### config.mk
export PLATFORM = sky130hd
export DESIGN_NAME = idle_timeout_wheel_unit_flat
export DESIGN_NICKNAME = d
export VERILOG_FILES = /design/src/rtl/iotw_pkg.sv /design/src/rtl/iotw_in_if.sv /design/src/rtl/iotw_out_if.sv /design/src/rtl/idle_timeout_wheel_unit.sv /design/src/rtl/iotw_ctrl.sv /design/src/rtl/iotw_dpath.sv /design/src/flat_wrapper.sv
export SDC_FILE = /design/constraint.sdc
export NUM_CORES = 1
export LEC_CHECK = 0
export ABC_AREA = 1
export BUFFER_PORTS_ARGS = -buffer_cell sky130_fd_sc_hd__buf_2
export CAP_MARGIN = 20
export CORE_MARGIN = 1.5
export CORE_UTILIZATION = 60
export CTS_CLUSTER_DIAMETER = 80
export DETAILED_ROUTE_END_ITERATION = 7
export PLACE_DENSITY = 0.74
export SLEW_MARGIN = 5
export SYNTH_ARGS = -nofsm -noshare
export SYNTH_HDL_FRONTEND = slang
export SYNTH_SLANG_ARGS = --single-unit
### constraint.sdc
create_clock -name i_clk -period 3.1 [get_ports i_clk]
set_input_delay 0.155 -clock i_clk [delete_from_list [all_inputs] [get_ports i_clk]]
set_output_delay 0.155 -clock i_clk [all_outputs]
set_load 0.1 [all_outputs]
### src/rtl/iotw_pkg.sv
`default_nettype none

package iotw_pkg;

    localparam int ID_W            = 16;
    localparam int OP_W            = 2;
    localparam int ST_W            = 3;
    localparam int TO_W            = 4;
    localparam int WHEEL_SLOTS_DEF = 16;
    localparam int CAPACITY_DEF    = 32;

    localparam logic [TO_W-1:0] TIMEOUT_RST = 4'd10;

    typedef enum logic [OP_W-1:0] {
        OP_INSERT = 2'd0,
        OP_REMOVE = 2'd1,
        OP_TICK   = 2'd2
    } t_op;

    typedef enum logic [ST_W-1:0] {
        STS_INSERTED  = 3'd0,
        STS_REFRESHED = 3'd1,
        STS_REMOVED   = 3'd2,
        STS_NOT_FOUND = 3'd3,
        STS_FULL      = 3'd4,
        STS_EXPIRED   = 3'd5,
        STS_NONE      = 3'd6
    } t_status;

    typedef enum logic [1:0] {
        S_IDLE,
        S_READ,
        S_CHECK,
        S_FINISH
    } t_state;

    typedef struct packed {
        logic start;
        logic rd_en;
        logic check;
        logic step;
        logic take;
        logic finish;
    } t_cmd;

    typedef struct packed {
        logic is_tick;
        logic hit;
        logic slot_hit;
        logic last_idx;
        logic out_free;
        logic pend_valid;
    } t_sts;

endpackage

`default_nettype wire

### src/rtl/iotw_in_if.sv
`default_nettype none

interface iotw_in_if;
    logic                      valid;
    logic                      ready;
    logic [iotw_pkg::OP_W-1:0] opcode;
    logic [iotw_pkg::ID_W-1:0] item_id;

    modport source (output valid, output opcode, output item_id, input ready);
    modport sink   (input valid, input opcode, input item_id, output ready);
endinterface

`default_nettype wire

### src/rtl/iotw_out_if.sv
`default_nettype none

interface iotw_out_if;
    logic                      valid;
    logic                      ready;
    logic [iotw_pkg::ST_W-1:0] status;
    logic [iotw_pkg::ID_W-1:0] out_id;
    logic                      last;

    modport source (output valid, output status, output out_id, output last, input ready);
    modport sink   (input valid, input status, input out_id, input last, output ready);
endinterface

`default_nettype wire

### src/rtl/idle_timeout_wheel_unit.sv
// Channel   Dir  Handshake      Payload
// i_in_if   in   valid/ready    opcode[1:0], item_id[15:0]
// o_out_if  out  valid/ready    status[2:0], out_id[15:0], last
// i_cfg     in   i_cfg_we       i_cfg_wdata[3:0] (timeout_ticks)
//
// Insert/remove: scans the table entries in order, reading each entry and then
//   checking it; a hit ends the scan. Tick: scans every entry of the table.
//   A full output register stalls both.
// The pace is set by the single-port entry memory with registered read.
// Reset is synchronous; valid bits clear at once, no clearing pass.
// Opcode 3 is accepted in idle and gives no result; the unit stays idle.
`default_nettype none

module idle_timeout_wheel_unit #(
    parameter int WHEEL_SLOTS = iotw_pkg::WHEEL_SLOTS_DEF,
    parameter int CAPACITY    = iotw_pkg::CAPACITY_DEF
) (
    input  wire logic                      i_clk,
    input  wire logic                      i_rst_n,
    input  wire logic                      i_cfg_we,
    input  wire logic [iotw_pkg::TO_W-1:0] i_cfg_wdata,
    iotw_in_if.sink                        i_in_if,
    iotw_out_if.source                     o_out_if
);

    iotw_pkg::t_cmd cmd;
    iotw_pkg::t_sts sts;

    iotw_ctrl u_ctrl (
        .i_clk       (i_clk),
        .i_rst_n     (i_rst_n),
        .i_in_valid  (i_in_if.valid),
        .i_in_opcode (i_in_if.opcode),
        .o_in_ready  (i_in_if.ready),
        .i_sts       (sts),
        .o_cmd       (cmd)
    );

    iotw_dpath #(
        .WHEEL_SLOTS (WHEEL_SLOTS),
        .CAPACITY    (CAPACITY)
    ) u_dpath (
        .i_clk       (i_clk),
        .i_rst_n     (i_rst_n),
        .i_cfg_we    (i_cfg_we),
        .i_cfg_wdata (i_cfg_wdata),
        .i_opcode    (i_in_if.opcode),
        .i_item_id   (i_in_if.item_id),
        .i_cmd       (cmd),
        .o_sts       (sts),
        .o_out_if    (o_out_if)
    );

endmodule

`default_nettype wire

### src/rtl/iotw_ctrl.sv
`default_nettype none

module iotw_ctrl (
    input  wire logic          i_clk,
    input  wire logic          i_rst_n,
    input  wire logic          i_in_valid,
    input  wire logic [iotw_pkg::OP_W-1:0] i_in_opcode,
    output logic               o_in_ready,
    input  wire iotw_pkg::t_sts i_sts,
    output iotw_pkg::t_cmd     o_cmd
);

    iotw_pkg::t_state r_state, n_state;

    always_ff @(posedge i_clk) begin
        if (!i_rst_n) begin
            r_state <= iotw_pkg::S_IDLE;
        end else begin
            r_state <= n_state;
        end
    end

    always_comb begin
        n_state    = r_state;
        o_cmd      = '0;
        o_in_ready = 1'b0;
        case (r_state)
            iotw_pkg::S_IDLE: begin
                o_in_ready = 1'b1;
                if (i_in_valid) begin
                    o_cmd.start = 1'b1;
                    if (i_in_opcode inside {iotw_pkg::OP_INSERT, iotw_pkg::OP_REMOVE,
                                            iotw_pkg::OP_TICK}) begin
                        n_state = iotw_pkg::S_READ;
                    end
                end
            end
            iotw_pkg::S_READ: begin
                o_cmd.rd_en = 1'b1;
                n_state     = iotw_pkg::S_CHECK;
            end
            iotw_pkg::S_CHECK: begin
                if (i_sts.is_tick) begin
                    if (!(i_sts.slot_hit && i_sts.pend_valid && !i_sts.out_free)) begin
                        o_cmd.take = i_sts.slot_hit;
                        if (i_sts.last_idx) begin
                            n_state = iotw_pkg::S_FINISH;
                        end else begin
                            o_cmd.step = 1'b1;
                            n_state    = iotw_pkg::S_READ;
                        end
                    end
                end else begin
                    o_cmd.check = 1'b1;
                    if (i_sts.hit || i_sts.last_idx) begin
                        n_state = iotw_pkg::S_FINISH;
                    end else begin
                        o_cmd.step = 1'b1;
                        n_state    = iotw_pkg::S_READ;
                    end
                end
            end
            iotw_pkg::S_FINISH: begin
                if (i_sts.out_free) begin
                    o_cmd.finish = 1'b1;
                    n_state      = iotw_pkg::S_IDLE;
                end
            end
            default: begin
                n_state = iotw_pkg::S_IDLE;
            end
        endcase
    end

endmodule

`default_nettype wire

### src/rtl/iotw_dpath.sv
`default_nettype none

module iotw_dpath #(
    parameter int WHEEL_SLOTS = iotw_pkg::WHEEL_SLOTS_DEF,
    parameter int CAPACITY    = iotw_pkg::CAPACITY_DEF
) (
    input  wire logic                      i_clk,
    input  wire logic                      i_rst_n,
    input  wire logic                      i_cfg_we,
    input  wire logic [iotw_pkg::TO_W-1:0] i_cfg_wdata,
    input  wire logic [iotw_pkg::OP_W-1:0] i_opcode,
    input  wire logic [iotw_pkg::ID_W-1:0] i_item_id,
    input  wire iotw_pkg::t_cmd            i_cmd,
    output iotw_pkg::t_sts                 o_sts,
    iotw_out_if.source                     o_out_if
);

    localparam int SW    = $clog2(WHEEL_SLOTS);
    localparam int IW    = (CAPACITY > 1) ? $clog2(CAPACITY) : 1;
    localparam int WW    = iotw_pkg::ID_W + SW;
    localparam int TDEPTH = 2 ** iotw_pkg::TO_W;

    logic [iotw_pkg::TO_W-1:0] r_timeout;
    logic [SW-1:0]             r_ptr;
    iotw_pkg::t_op             r_op;
    logic [iotw_pkg::ID_W-1:0] r_id;
    logic [SW-1:0]             r_tgt;
    logic [IW-1:0]             r_idx;
    logic                      r_hit;
    logic [IW-1:0]             r_hit_idx;
    logic                      r_free_found;
    logic [IW-1:0]             r_free_idx;
    logic                      r_pend_valid;
    logic [iotw_pkg::ID_W-1:0] r_pend_id;
    logic [CAPACITY-1:0]       r_valid;
    logic [WW-1:0]             r_mem [CAPACITY];
    logic [WW-1:0]             r_rd_word;

    logic                      r_out_valid;
    logic [iotw_pkg::ST_W-1:0] r_out_status;
    logic [iotw_pkg::ID_W-1:0] r_out_id;
    logic                      r_out_last;

    logic [SW-1:0]             tmod [TDEPTH];
    logic [SW:0]               slot_sum;
    logic [SW-1:0]             slot_new;
    logic [SW-1:0]             ptr_next;
    logic [iotw_pkg::ID_W-1:0] rd_key;
    logic [SW-1:0]             rd_slot;
    logic                      cur_valid;
    logic                      out_free;
    logic                      emit_pend;
    logic                      mem_wr;
    logic [IW-1:0]             mem_wr_addr;
    iotw_pkg::t_status         fin_status;
    logic [iotw_pkg::ID_W-1:0] fin_id;

    for (genvar g = 0; g < TDEPTH; g++) begin : g_tmod
        localparam int TM = g % WHEEL_SLOTS;
        assign tmod[g] = SW'(TM);
    end

    assign slot_sum = {1'b0, r_ptr} + {1'b0, tmod[r_timeout]};
    assign slot_new = (slot_sum >= (SW+1)'(WHEEL_SLOTS)) ?
                      SW'(slot_sum - (SW+1)'(WHEEL_SLOTS)) : slot_sum[SW-1:0];
    assign ptr_next = (r_ptr == SW'(WHEEL_SLOTS - 1)) ? '0 : r_ptr + SW'(1);

    assign rd_key    = r_rd_word[WW-1:SW];
    assign rd_slot   = r_rd_word[SW-1:0];
    assign cur_valid = r_valid[r_idx];
    assign out_free  = !r_out_valid || o_out_if.ready;
    assign emit_pend = i_cmd.take && r_pend_valid;

    assign o_sts.is_tick    = (r_op == iotw_pkg::OP_TICK);
    assign o_sts.hit        = cur_valid && (rd_key == r_id);
    assign o_sts.slot_hit   = cur_valid && (rd_slot == r_ptr);
    assign o_sts.last_idx   = (r_idx == IW'(CAPACITY - 1));
    assign o_sts.out_free   = out_free;
    assign o_sts.pend_valid = r_pend_valid;

    assign mem_wr      = i_cmd.finish && (r_op == iotw_pkg::OP_INSERT) &&
                         (r_hit || r_free_found);
    assign mem_wr_addr = r_hit ? r_hit_idx : r_free_idx;

    always_comb begin
        fin_id = r_id;
        case (r_op)
            iotw_pkg::OP_INSERT: begin
                if (r_hit) begin
                    fin_status = iotw_pkg::STS_REFRESHED;
                end else if (r_free_found) begin
                    fin_status = iotw_pkg::STS_INSERTED;
                end else begin
                    fin_status = iotw_pkg::STS_FULL;
                end
            end
            iotw_pkg::OP_REMOVE: begin
                fin_status = r_hit ? iotw_pkg::STS_REMOVED : iotw_pkg::STS_NOT_FOUND;
            end
            default: begin
                fin_status = r_pend_valid ? iotw_pkg::STS_EXPIRED : iotw_pkg::STS_NONE;
                fin_id     = r_pend_valid ? r_pend_id : '0;
            end
        endcase
    end

    // control state
    always_ff @(posedge i_clk) begin
        if (!i_rst_n) begin
            r_timeout    <= iotw_pkg::TIMEOUT_RST;
            r_ptr        <= '0;
            r_op         <= iotw_pkg::OP_INSERT;
            r_idx        <= '0;
            r_hit        <= 1'b0;
            r_free_found <= 1'b0;
            r_pend_valid <= 1'b0;
            r_valid      <= '0;
            r_out_valid  <= 1'b0;
        end else begin
            if (i_cfg_we) begin
                r_timeout <= i_cfg_wdata;
            end
            if (i_cmd.start) begin
                r_op         <= iotw_pkg::t_op'(i_opcode);
                r_idx        <= '0;
                r_hit        <= 1'b0;
                r_free_found <= 1'b0;
                r_pend_valid <= 1'b0;
                if (i_opcode == iotw_pkg::OP_TICK) begin
                    r_ptr <= ptr_next;
                end
            end
            if (i_cmd.step) begin
                r_idx <= r_idx + IW'(1);
            end
            if (i_cmd.check) begin
                if (o_sts.hit) begin
                    r_hit <= 1'b1;
                end
                if (!cur_valid && !r_free_found) begin
                    r_free_found <= 1'b1;
                end
            end
            if (i_cmd.take) begin
                r_pend_valid   <= 1'b1;
                r_valid[r_idx] <= 1'b0;
            end
            if (i_cmd.finish) begin
                if (r_op == iotw_pkg::OP_INSERT && !r_hit && r_free_found) begin
                    r_valid[r_free_idx] <= 1'b1;
                end
                if (r_op == iotw_pkg::OP_REMOVE && r_hit) begin
                    r_valid[r_hit_idx] <= 1'b0;
                end
            end
            if (emit_pend || i_cmd.finish) begin
                r_out_valid <= 1'b1;
            end else if (o_out_if.ready) begin
                r_out_valid <= 1'b0;
            end
        end
    end

    // payload
    always_ff @(posedge i_clk) begin
        if (i_cmd.start) begin
            r_id  <= i_item_id;
            r_tgt <= slot_new;
        end
        if (i_cmd.check && o_sts.hit) begin
            r_hit_idx <= r_idx;
        end
        if (i_cmd.check && !cur_valid && !r_free_found) begin
            r_free_idx <= r_idx;
        end
        if (i_cmd.take) begin
            r_pend_id <= rd_key;
        end
        if (emit_pend) begin
            r_out_status <= iotw_pkg::STS_EXPIRED;
            r_out_id     <= r_pend_id;
            r_out_last   <= 1'b0;
        end else if (i_cmd.finish) begin
            r_out_status <= fin_status;
            r_out_id     <= fin_id;
            r_out_last   <= 1'b1;
        end
    end

    // entry table: id and expiry slot
    always_ff @(posedge i_clk) begin
        if (mem_wr) begin
            r_mem[mem_wr_addr] <= {r_id, r_tgt};
        end
        if (i_cmd.rd_en) begin
            r_rd_word <= r_mem[r_idx];
        end
    end

    assign o_out_if.valid  = r_out_valid;
    assign o_out_if.status = r_out_status;
    assign o_out_if.out_id = r_out_id;
    assign o_out_if.last   = r_out_last;

endmodule

`default_nettype wire

### src/flat_wrapper.sv
// flat-port wrapper written by rule: the top's interface ports become plain ports
module idle_timeout_wheel_unit_flat 
#(
    parameter int WHEEL_SLOTS = iotw_pkg::WHEEL_SLOTS_DEF,
    parameter int CAPACITY    = iotw_pkg::CAPACITY_DEF
)
  (i_clk, i_rst_n, i_cfg_we, i_cfg_wdata, i_in_if_valid, i_in_if_opcode, i_in_if_item_id, i_in_if_ready, o_out_if_valid, o_out_if_status, o_out_if_out_id, o_out_if_last, o_out_if_ready);
  iotw_in_if i_in_if_i ();
  iotw_out_if o_out_if_i ();
  input  wire logic i_clk;
  input  wire logic i_rst_n;
  input  wire logic i_cfg_we;
  input  wire logic [iotw_pkg::TO_W-1:0] i_cfg_wdata;
  input wire logic [$bits(i_in_if_i.valid)-1:0] i_in_if_valid;
  input wire logic [$bits(i_in_if_i.opcode)-1:0] i_in_if_opcode;
  input wire logic [$bits(i_in_if_i.item_id)-1:0] i_in_if_item_id;
  output wire logic [$bits(i_in_if_i.ready)-1:0] i_in_if_ready;
  output wire logic [$bits(o_out_if_i.valid)-1:0] o_out_if_valid;
  output wire logic [$bits(o_out_if_i.status)-1:0] o_out_if_status;
  output wire logic [$bits(o_out_if_i.out_id)-1:0] o_out_if_out_id;
  output wire logic [$bits(o_out_if_i.last)-1:0] o_out_if_last;
  input wire logic [$bits(o_out_if_i.ready)-1:0] o_out_if_ready;
  assign i_in_if_i.valid = i_in_if_valid;
  assign i_in_if_i.opcode = i_in_if_opcode;
  assign i_in_if_i.item_id = i_in_if_item_id;
  assign i_in_if_ready = i_in_if_i.ready;
  assign o_out_if_valid = o_out_if_i.valid;
  assign o_out_if_status = o_out_if_i.status;
  assign o_out_if_out_id = o_out_if_i.out_id;
  assign o_out_if_last = o_out_if_i.last;
  assign o_out_if_i.ready = o_out_if_ready;
  idle_timeout_wheel_unit #(.WHEEL_SLOTS(WHEEL_SLOTS), .CAPACITY(CAPACITY)) u_core (.i_clk(i_clk), .i_rst_n(i_rst_n), .i_cfg_we(i_cfg_we), .i_cfg_wdata(i_cfg_wdata), .i_in_if(i_in_if_i), .o_out_if(o_out_if_i));
endmodule
-- Word level (Yosys, flattened, before mapping)
Memory sizes are Yosys's and may differ from the RTL's. A register that Yosys moved wholly into a read port is not among the register bits.
Index checks and enable logic that the tools add are counted.
- flip-flop bits (word level): 119
- memory bits (writable): 640
- ROM bits: 64
- input port bits: 27
- output and inout bits: 22
- memories kept: 2
- add/subtract/negate cells: 4
- magnitude comparators: 8
- equal/unequal tests: 15
- muxes and demuxes: 64
- bitwise operators: 6
- reductions and logical operators: 37
- memory list (memory ; depth ; bits a word ; read ports ; clocked after memory_dff ; write ports ; line ; RTL):
    u_core.u_dpath.r_mem ; 32 ; 20 ; 1 ; 1 ; 1 ; iotw_dpath.sv:36 ; logic [WW-1:0] r_mem [CAPACITY];
    (name not given) ; 16 ; 4 ; 1 ; 0 ; 0 ; iotw_dpath.sv:63 ; assign slot_sum = {1'b0, r_ptr} + {1'b0, tmod[r_timeout]};
- operators with widths (operator ; number):
    $mux W32 ; 7
    $and A32 B32 Y32 ; 2
    $mux W16 ; 4
    $not A32 Y32 ; 2
    $or A32 B32 Y32 ; 1
    $mux W1 ; 28
    $lt A5 B6 Y1 const B ; 3
    $mux W2 ; 9
    $logic_and A1 B1 Y1 ; 17
    $eq A16 B16 Y1 ; 1
    $mux W4 ; 4
    $demux W1 S5 ; 3
    $ge A5 B1 Y1 const B ; 3
    $mux W5 ; 3
    $ge A5 B5 Y1 const B ; 2
    $mux W3 ; 3
    $eq A2 B2 Y1 const B ; 4
    $pmux W2 S4 ; 1
    $reduce_bool A2 Y1 ; 4
    $eq A2 B1 Y1 const B ; 3
    $logic_not A2 Y1 ; 3
    $ne A2 B2 Y1 const B ; 3
    $pmux W3 S2 ; 1
    $add A4 B4 Y5 ; 1
    other kinds (15) ; 22

-- Logic depth before layout (Yosys ltp)
- word-level depth: 17
- depth in mapped cells: 15
- gate-level depth less buffers: 15

-- By module
From an unflattened synthesis, not the netlist that was laid out.
- cells, all modules: 2574
- area total of the unflattened synthesis: 31301.3 um^2
- by module, submodules not included (module ; instances ; cells an instance ; area an instance (um^2) ; sequential area each (um^2)):
    iotw_dpath ; 1 ; 2533 ; 31088.6 ; 22781.8
    iotw_ctrl ; 1 ; 41 ; 212.7 ; 40.0

-- Worst setup path after synthesis
OpenSTA, ideal clock, no wires.
- path kind: reg-to-reg
- start point: register u_core.u_ctrl.r_state[0]
- end point: register u_core.u_dpath.r_ptr[3]
- library setup time: 0.122 ns
- data arrival time: 3.180 ns
- data required time: 2.978 ns
- path slack: -0.202 ns
- stages on the path, launching flop included: 11
- clock period less this slack: 3.302 ns
- path through: dfxtp_1 > nor2_1 > nand2_1 > inv_1 > nand2_1 > nor2_1 > nand2_1 > nor2_1 > inv_1 > o21ai_0 > nor2_1
- RTL lines (what ; line ; RTL):
    from (decl) ; iotw_ctrl.sv:13 ; iotw_pkg::t_state r_state, n_state;
    from (signal assigned) ; iotw_ctrl.sv:17 ; r_state <= iotw_pkg::S_IDLE;
    from (signal assigned) ; iotw_ctrl.sv:19 ; r_state <= n_state;
    to (signal assigned) ; iotw_dpath.sv:130 ; r_ptr <= ptr_next;
    to (decl) ; iotw_dpath.sv:24 ; logic [SW-1:0] r_ptr;

==> out/results.env <==
RESULT_OF_THE_RUN='finished clean'
MOSTFREQUENTLAYOUTCELLS='sky130_fd_sc_hd__edfxtp_1, sky130_fd_sc_hd__nor2_1, sky130_fd_sc_hd__o21ai_0, sky130_fd_sc_hd__nand2_1, sky130_fd_sc_hd__o22ai_1'
MAX_CLOCK_FREQ_MHz=347
FIRST_PASS_GRT_WIRE_LENGTH_MM=126
PERIOD_MINUS_SLACK_NS=2.88
SETUP_VIOL=0
DP_HPWL_MM=49.3
DRC=0
WORST_MIN_DELAY_PATH_CLASS='in2reg'
CTS.CLK_SLEW.WORST_PATHS_NS=0.06
MAX-CLOCK-PATH-BUFFERS=3
POST-ROUTE-CELL-AREA_UM2=35700
NUMCLOCKSINKS=779
TIMING_HOLD_VIOLATIONS_FINAL=0
WORST_R2R_PATH_DEPTH=7
FP.DIEAREA_UM2=53300
CTS_BUFFERS=78
FIRST_PASS_ITERS=8
SYNTH_AREA_UM2=31100
LARGEST_NET_DEGREE_AT_THE_START_OF_GLOBAL_ROUTING=123
CAP_VIOLATIONS=0
FLOORPLAN.IO_PINS=49
HTREE_NUM_LEVELS=3
CELLPOWERDENSITY_nW_PER_UM2=624
ENDPOINT_ARRIVAL_TIME_ON_THE_CRITICAL_PATH_NS=3.14
PLACED_AREA_UM2=32900
SLEW_HEADROOM=0.388
DETAILEDROUTE.FIRSTITERATIONVIOLATIONS=2859
DIE_WIDTH_UM=231
SYNTH_AREA_PER_CELL_UM2=12.3
ANTENNA_FOUND_INITIAL=2
WORST_CLOCK_SKEW_NS=0.0170
INSERTION_DELAY_NS=0.63
MAX_SLEW.WORST_PIN.SLEW_NS=0.917
YOSYS_REG_BITS=779
VIAS_IN_THE_FIRST_GLOBAL_ROUTE=21061
CORE-AREA_UM2=51300
DRIVE_ABOVE_1_SHARE=0.121
LAYOUT.FILLER_CELLS=3424
MAX-VDD-IR-DROP_V=0.000557
SYNTH.YOSYS.SEQ_AREA_SHARE=0.733
POST_DETAILED_ROUTE_VIA_TO_CELL_RATIO=6.32
INITIAL_CORE_UTIL=0.607
TIMING.SETUP.CRITICAL_PATH_CLASS='reg2reg'
NUM_VIAS=21575
SLEW_VIOL_FINAL=0
SYN-NUM-NETS=2576
FP.DIEH_UM=231
RSZ_0062_RAISED_AFTER_GLOBAL_ROUTING='no'
POSTROUTEANTENNANETS=0
CTS.REPAIR_TIMING.SETUP_BUFFER_COUNT=0
SYNTHESIS.INSTANCES=2539
MIN_DELAY_PATH_DEPTH=2
WL_PER_CELL_UM=24.7
SETUP_TNS_NS=0
FINALCRITPERIODSHARE=0.930
CRITICAL_PATH.ENDPOINT_TYPE='flop'
YS_WARN_COUNT=0
PLACE_CONGESTION=0.984
YS_ASYNC_SR_FRACTION=0
OVERFLOW=0
SYNTH_ENABLE_FLOP_CELLS=722
CP.REQUIRED_NS=3.36
START_KIND='flop'
LEAKAGE_nW=12.1
AREA.GROWTH.SYNTH_TO_FINAL_PCT=14.6
SYNTH.DISTINCT_CELLS=41
POST_LAYOUT_NETS=2709
GLOBAL_ROUTE.USAGE.TOTAL=0.319
DRT-TOTAL-WL_MM=84.3
CRIT_PATH_MAX_FANOUT=67
CLOCKROOTBUFFER='sky130_fd_sc_hd__clkbuf_16'
NUMPORTBUFFERS=48
YOSYS_MOST_USED_DFF='sky130_fd_sc_hd__edfxtp_1'
LAYOUT_COMMONEST_CELL='sky130_fd_sc_hd__edfxtp_1'
PLACEMENTROWS=83
TRITONCTS='built'
[report_power, final]
| part | total, mW | switching [mW] | internal (mW) |
|---|---|---|---|
| combinational | 1.66 | 1.25 | 0.412 |
| clock | 8.82 | 3.93 | 4.89 |
| sequential | 11.8 | 0.101 | 11.7 |
| total | 22.3 | 5.28 | 17.0 |
[layer usage]
layer  vias up  part of all wire  track usage
met1     10531              0.38        0.421
met2      1308              0.48        0.509
met3       224              0.10       0.0730
li1       9512                 -            -
met5         -                 0            0
met4         0             0.041        0.144
[what timing repair did]
| action | 4_1_cts | 5_1_grt |
|---|---|---|
| gates resized for setup | 0 | 1 |
| hold buffers | 34 | 0 |
| endpoints found under the hold margin | 34 | 0 |
| setup endpoints to repair | 0 | 1 |
[flip-flops by register name (all words and copies together), names as in the netlist, 3 cells and up]
signal,cells
u_core.u_dpath.r_valid,32
u_core.u_dpath.r_pend_id,16
u_core.u_dpath.r_mem,640
u_core.u_dpath.r_rd_word,20
u_core.u_dpath.r_hit_idx,5
u_core.u_dpath.r_timeout,4
u_core.u_dpath.r_idx,5
u_core.u_dpath.o_out_if.out_id,16
u_core.u_dpath.r_ptr,4
u_core.u_dpath.r_free_idx,5
u_core.u_dpath.r_id,16
u_core.u_dpath.r_tgt,4
u_core.u_dpath.o_out_if.status,3
[logic make-up after synthesis]
family	after synthesis	share of synthesized area
simple gates	843	0.109
flops	779	0.733
buf+inv	243	0.0303
xor+xnor	18	0.00506
compound gates	646	0.119
fa+ha+maj	10	0.00426
[final cells by class]
type                       count  area (um2)  share of cell area
tap                          680         851              0.0238
clock buffer                 102        2060              0.0578
multi-input combinational   1517        7500               0.210
timing repair buffer         202        1790              0.0502
sequential                   779       22800               0.640
clock inverter                40         280             0.00785
antenna                        1        2.50           0.0000701
inverter                      94         363              0.0102
[final timing paths]
| check | start | endpoint | slack [ns] |
|---|---|---|---|
| max | u_core.u_dpath.r_idx[0]$_SDFFE_PN0P_ | u_core.u_dpath.r_rd_word[3]$_DFFE_PN_ | 0.22 |
| max reg2reg | u_core.u_dpath.r_idx[0]$_SDFFE_PN0P_ | u_core.u_dpath.r_rd_word[3]$_DFFE_PN_ | 0.22 |
| min | i_in_if_item_id[6] | u_core.u_dpath.r_id[6]$_DFFE_PP_ | 0.24 |
| min reg2reg | u_core.u_dpath.r_valid[31]$_SDFF_PN0_ | u_core.u_dpath.r_valid[31]$_SDFF_PN0_ | 0.47 |
[worst max-delay path, cell delays in order, from the launching register on]
cell                       delay, ns
sky130_fd_sc_hd__dfxtp_4        0.48
sky130_fd_sc_hd__inv_8          0.19
sky130_fd_sc_hd__buf_12         0.27
sky130_fd_sc_hd__buf_4          0.23
sky130_fd_sc_hd__o21ai_0        0.20
sky130_fd_sc_hd__o22ai_1        0.10
sky130_fd_sc_hd__a221oi_1       0.61
sky130_fd_sc_hd__nand2_1        0.41
[per-stage QoR]
stage | power [mW] | util | std cells | hold slack (ns) | setup WS (ns)
6_report | 22.3 | 0.696 | 3415 | 0.241 | 0.216
5_1_grt | 22.9 | 0.696 | 3415 | 0.226 | 0.150
4_1_cts | 22.3 | 0.694 | 3412 | 0.218 | 0.0927
3_5_place_dp | 13.6 | 0.642 | 3236 | 0.333 | 0.158
3_3_place_gp | 13.5 | 0.641 | 3234 | 0.332 | 0.292
2_1_floorplan | 13.0 | - | 2539 | 0.254 | 0.00182
[synth_stat cells (2+ instances only)]
cell type                  count  area (um2)
sky130_fd_sc_hd__o211ai_1      2        15.0
sky130_fd_sc_hd__o22ai_1     161        1010
sky130_fd_sc_hd__clkinv_1      2        7.51
sky130_fd_sc_hd__nor3_2        5        50.1
sky130_fd_sc_hd__o21a_1        2        15.0
sky130_fd_sc_hd__buf_1         7        26.3
sky130_fd_sc_hd__nand2_2       3        18.8
sky130_fd_sc_hd__a22o_1       21         184
sky130_fd_sc_hd__inv_2         2        7.51
sky130_fd_sc_hd__nor2_1      423        1590
sky130_fd_sc_hd__o21ai_0     343        1720
sky130_fd_sc_hd__nand4_1       5        31.3
sky130_fd_sc_hd__nor4_1        3        18.8
sky130_fd_sc_hd__xnor2_1       9        78.8
sky130_fd_sc_hd__xor2_1        9        78.8
sky130_fd_sc_hd__clkbuf_1    121         454
sky130_fd_sc_hd__nand3b_1      2        15.0
sky130_fd_sc_hd__buf_2        19        95.1
sky130_fd_sc_hd__ha_1          9         113
sky130_fd_sc_hd__nand3_1      75         375
sky130_fd_sc_hd__a21oi_1      48         240
sky130_fd_sc_hd__inv_1        90         338
sky130_fd_sc_hd__nor3_4        2        32.5
sky130_fd_sc_hd__dfxtp_1      57        1140
sky130_fd_sc_hd__o31ai_1       8        60.1
sky130_fd_sc_hd__a221oi_1     38         333
sky130_fd_sc_hd__nand2_1     313        1170
sky130_fd_sc_hd__edfxtp_1    722       21700
sky130_fd_sc_hd__o21ai_1      20         100
sky130_fd_sc_hd__nor3_1        6        30.0
sky130_fd_sc_hd__buf_4         2        15.0
Power figures use the tool's default switching activity.
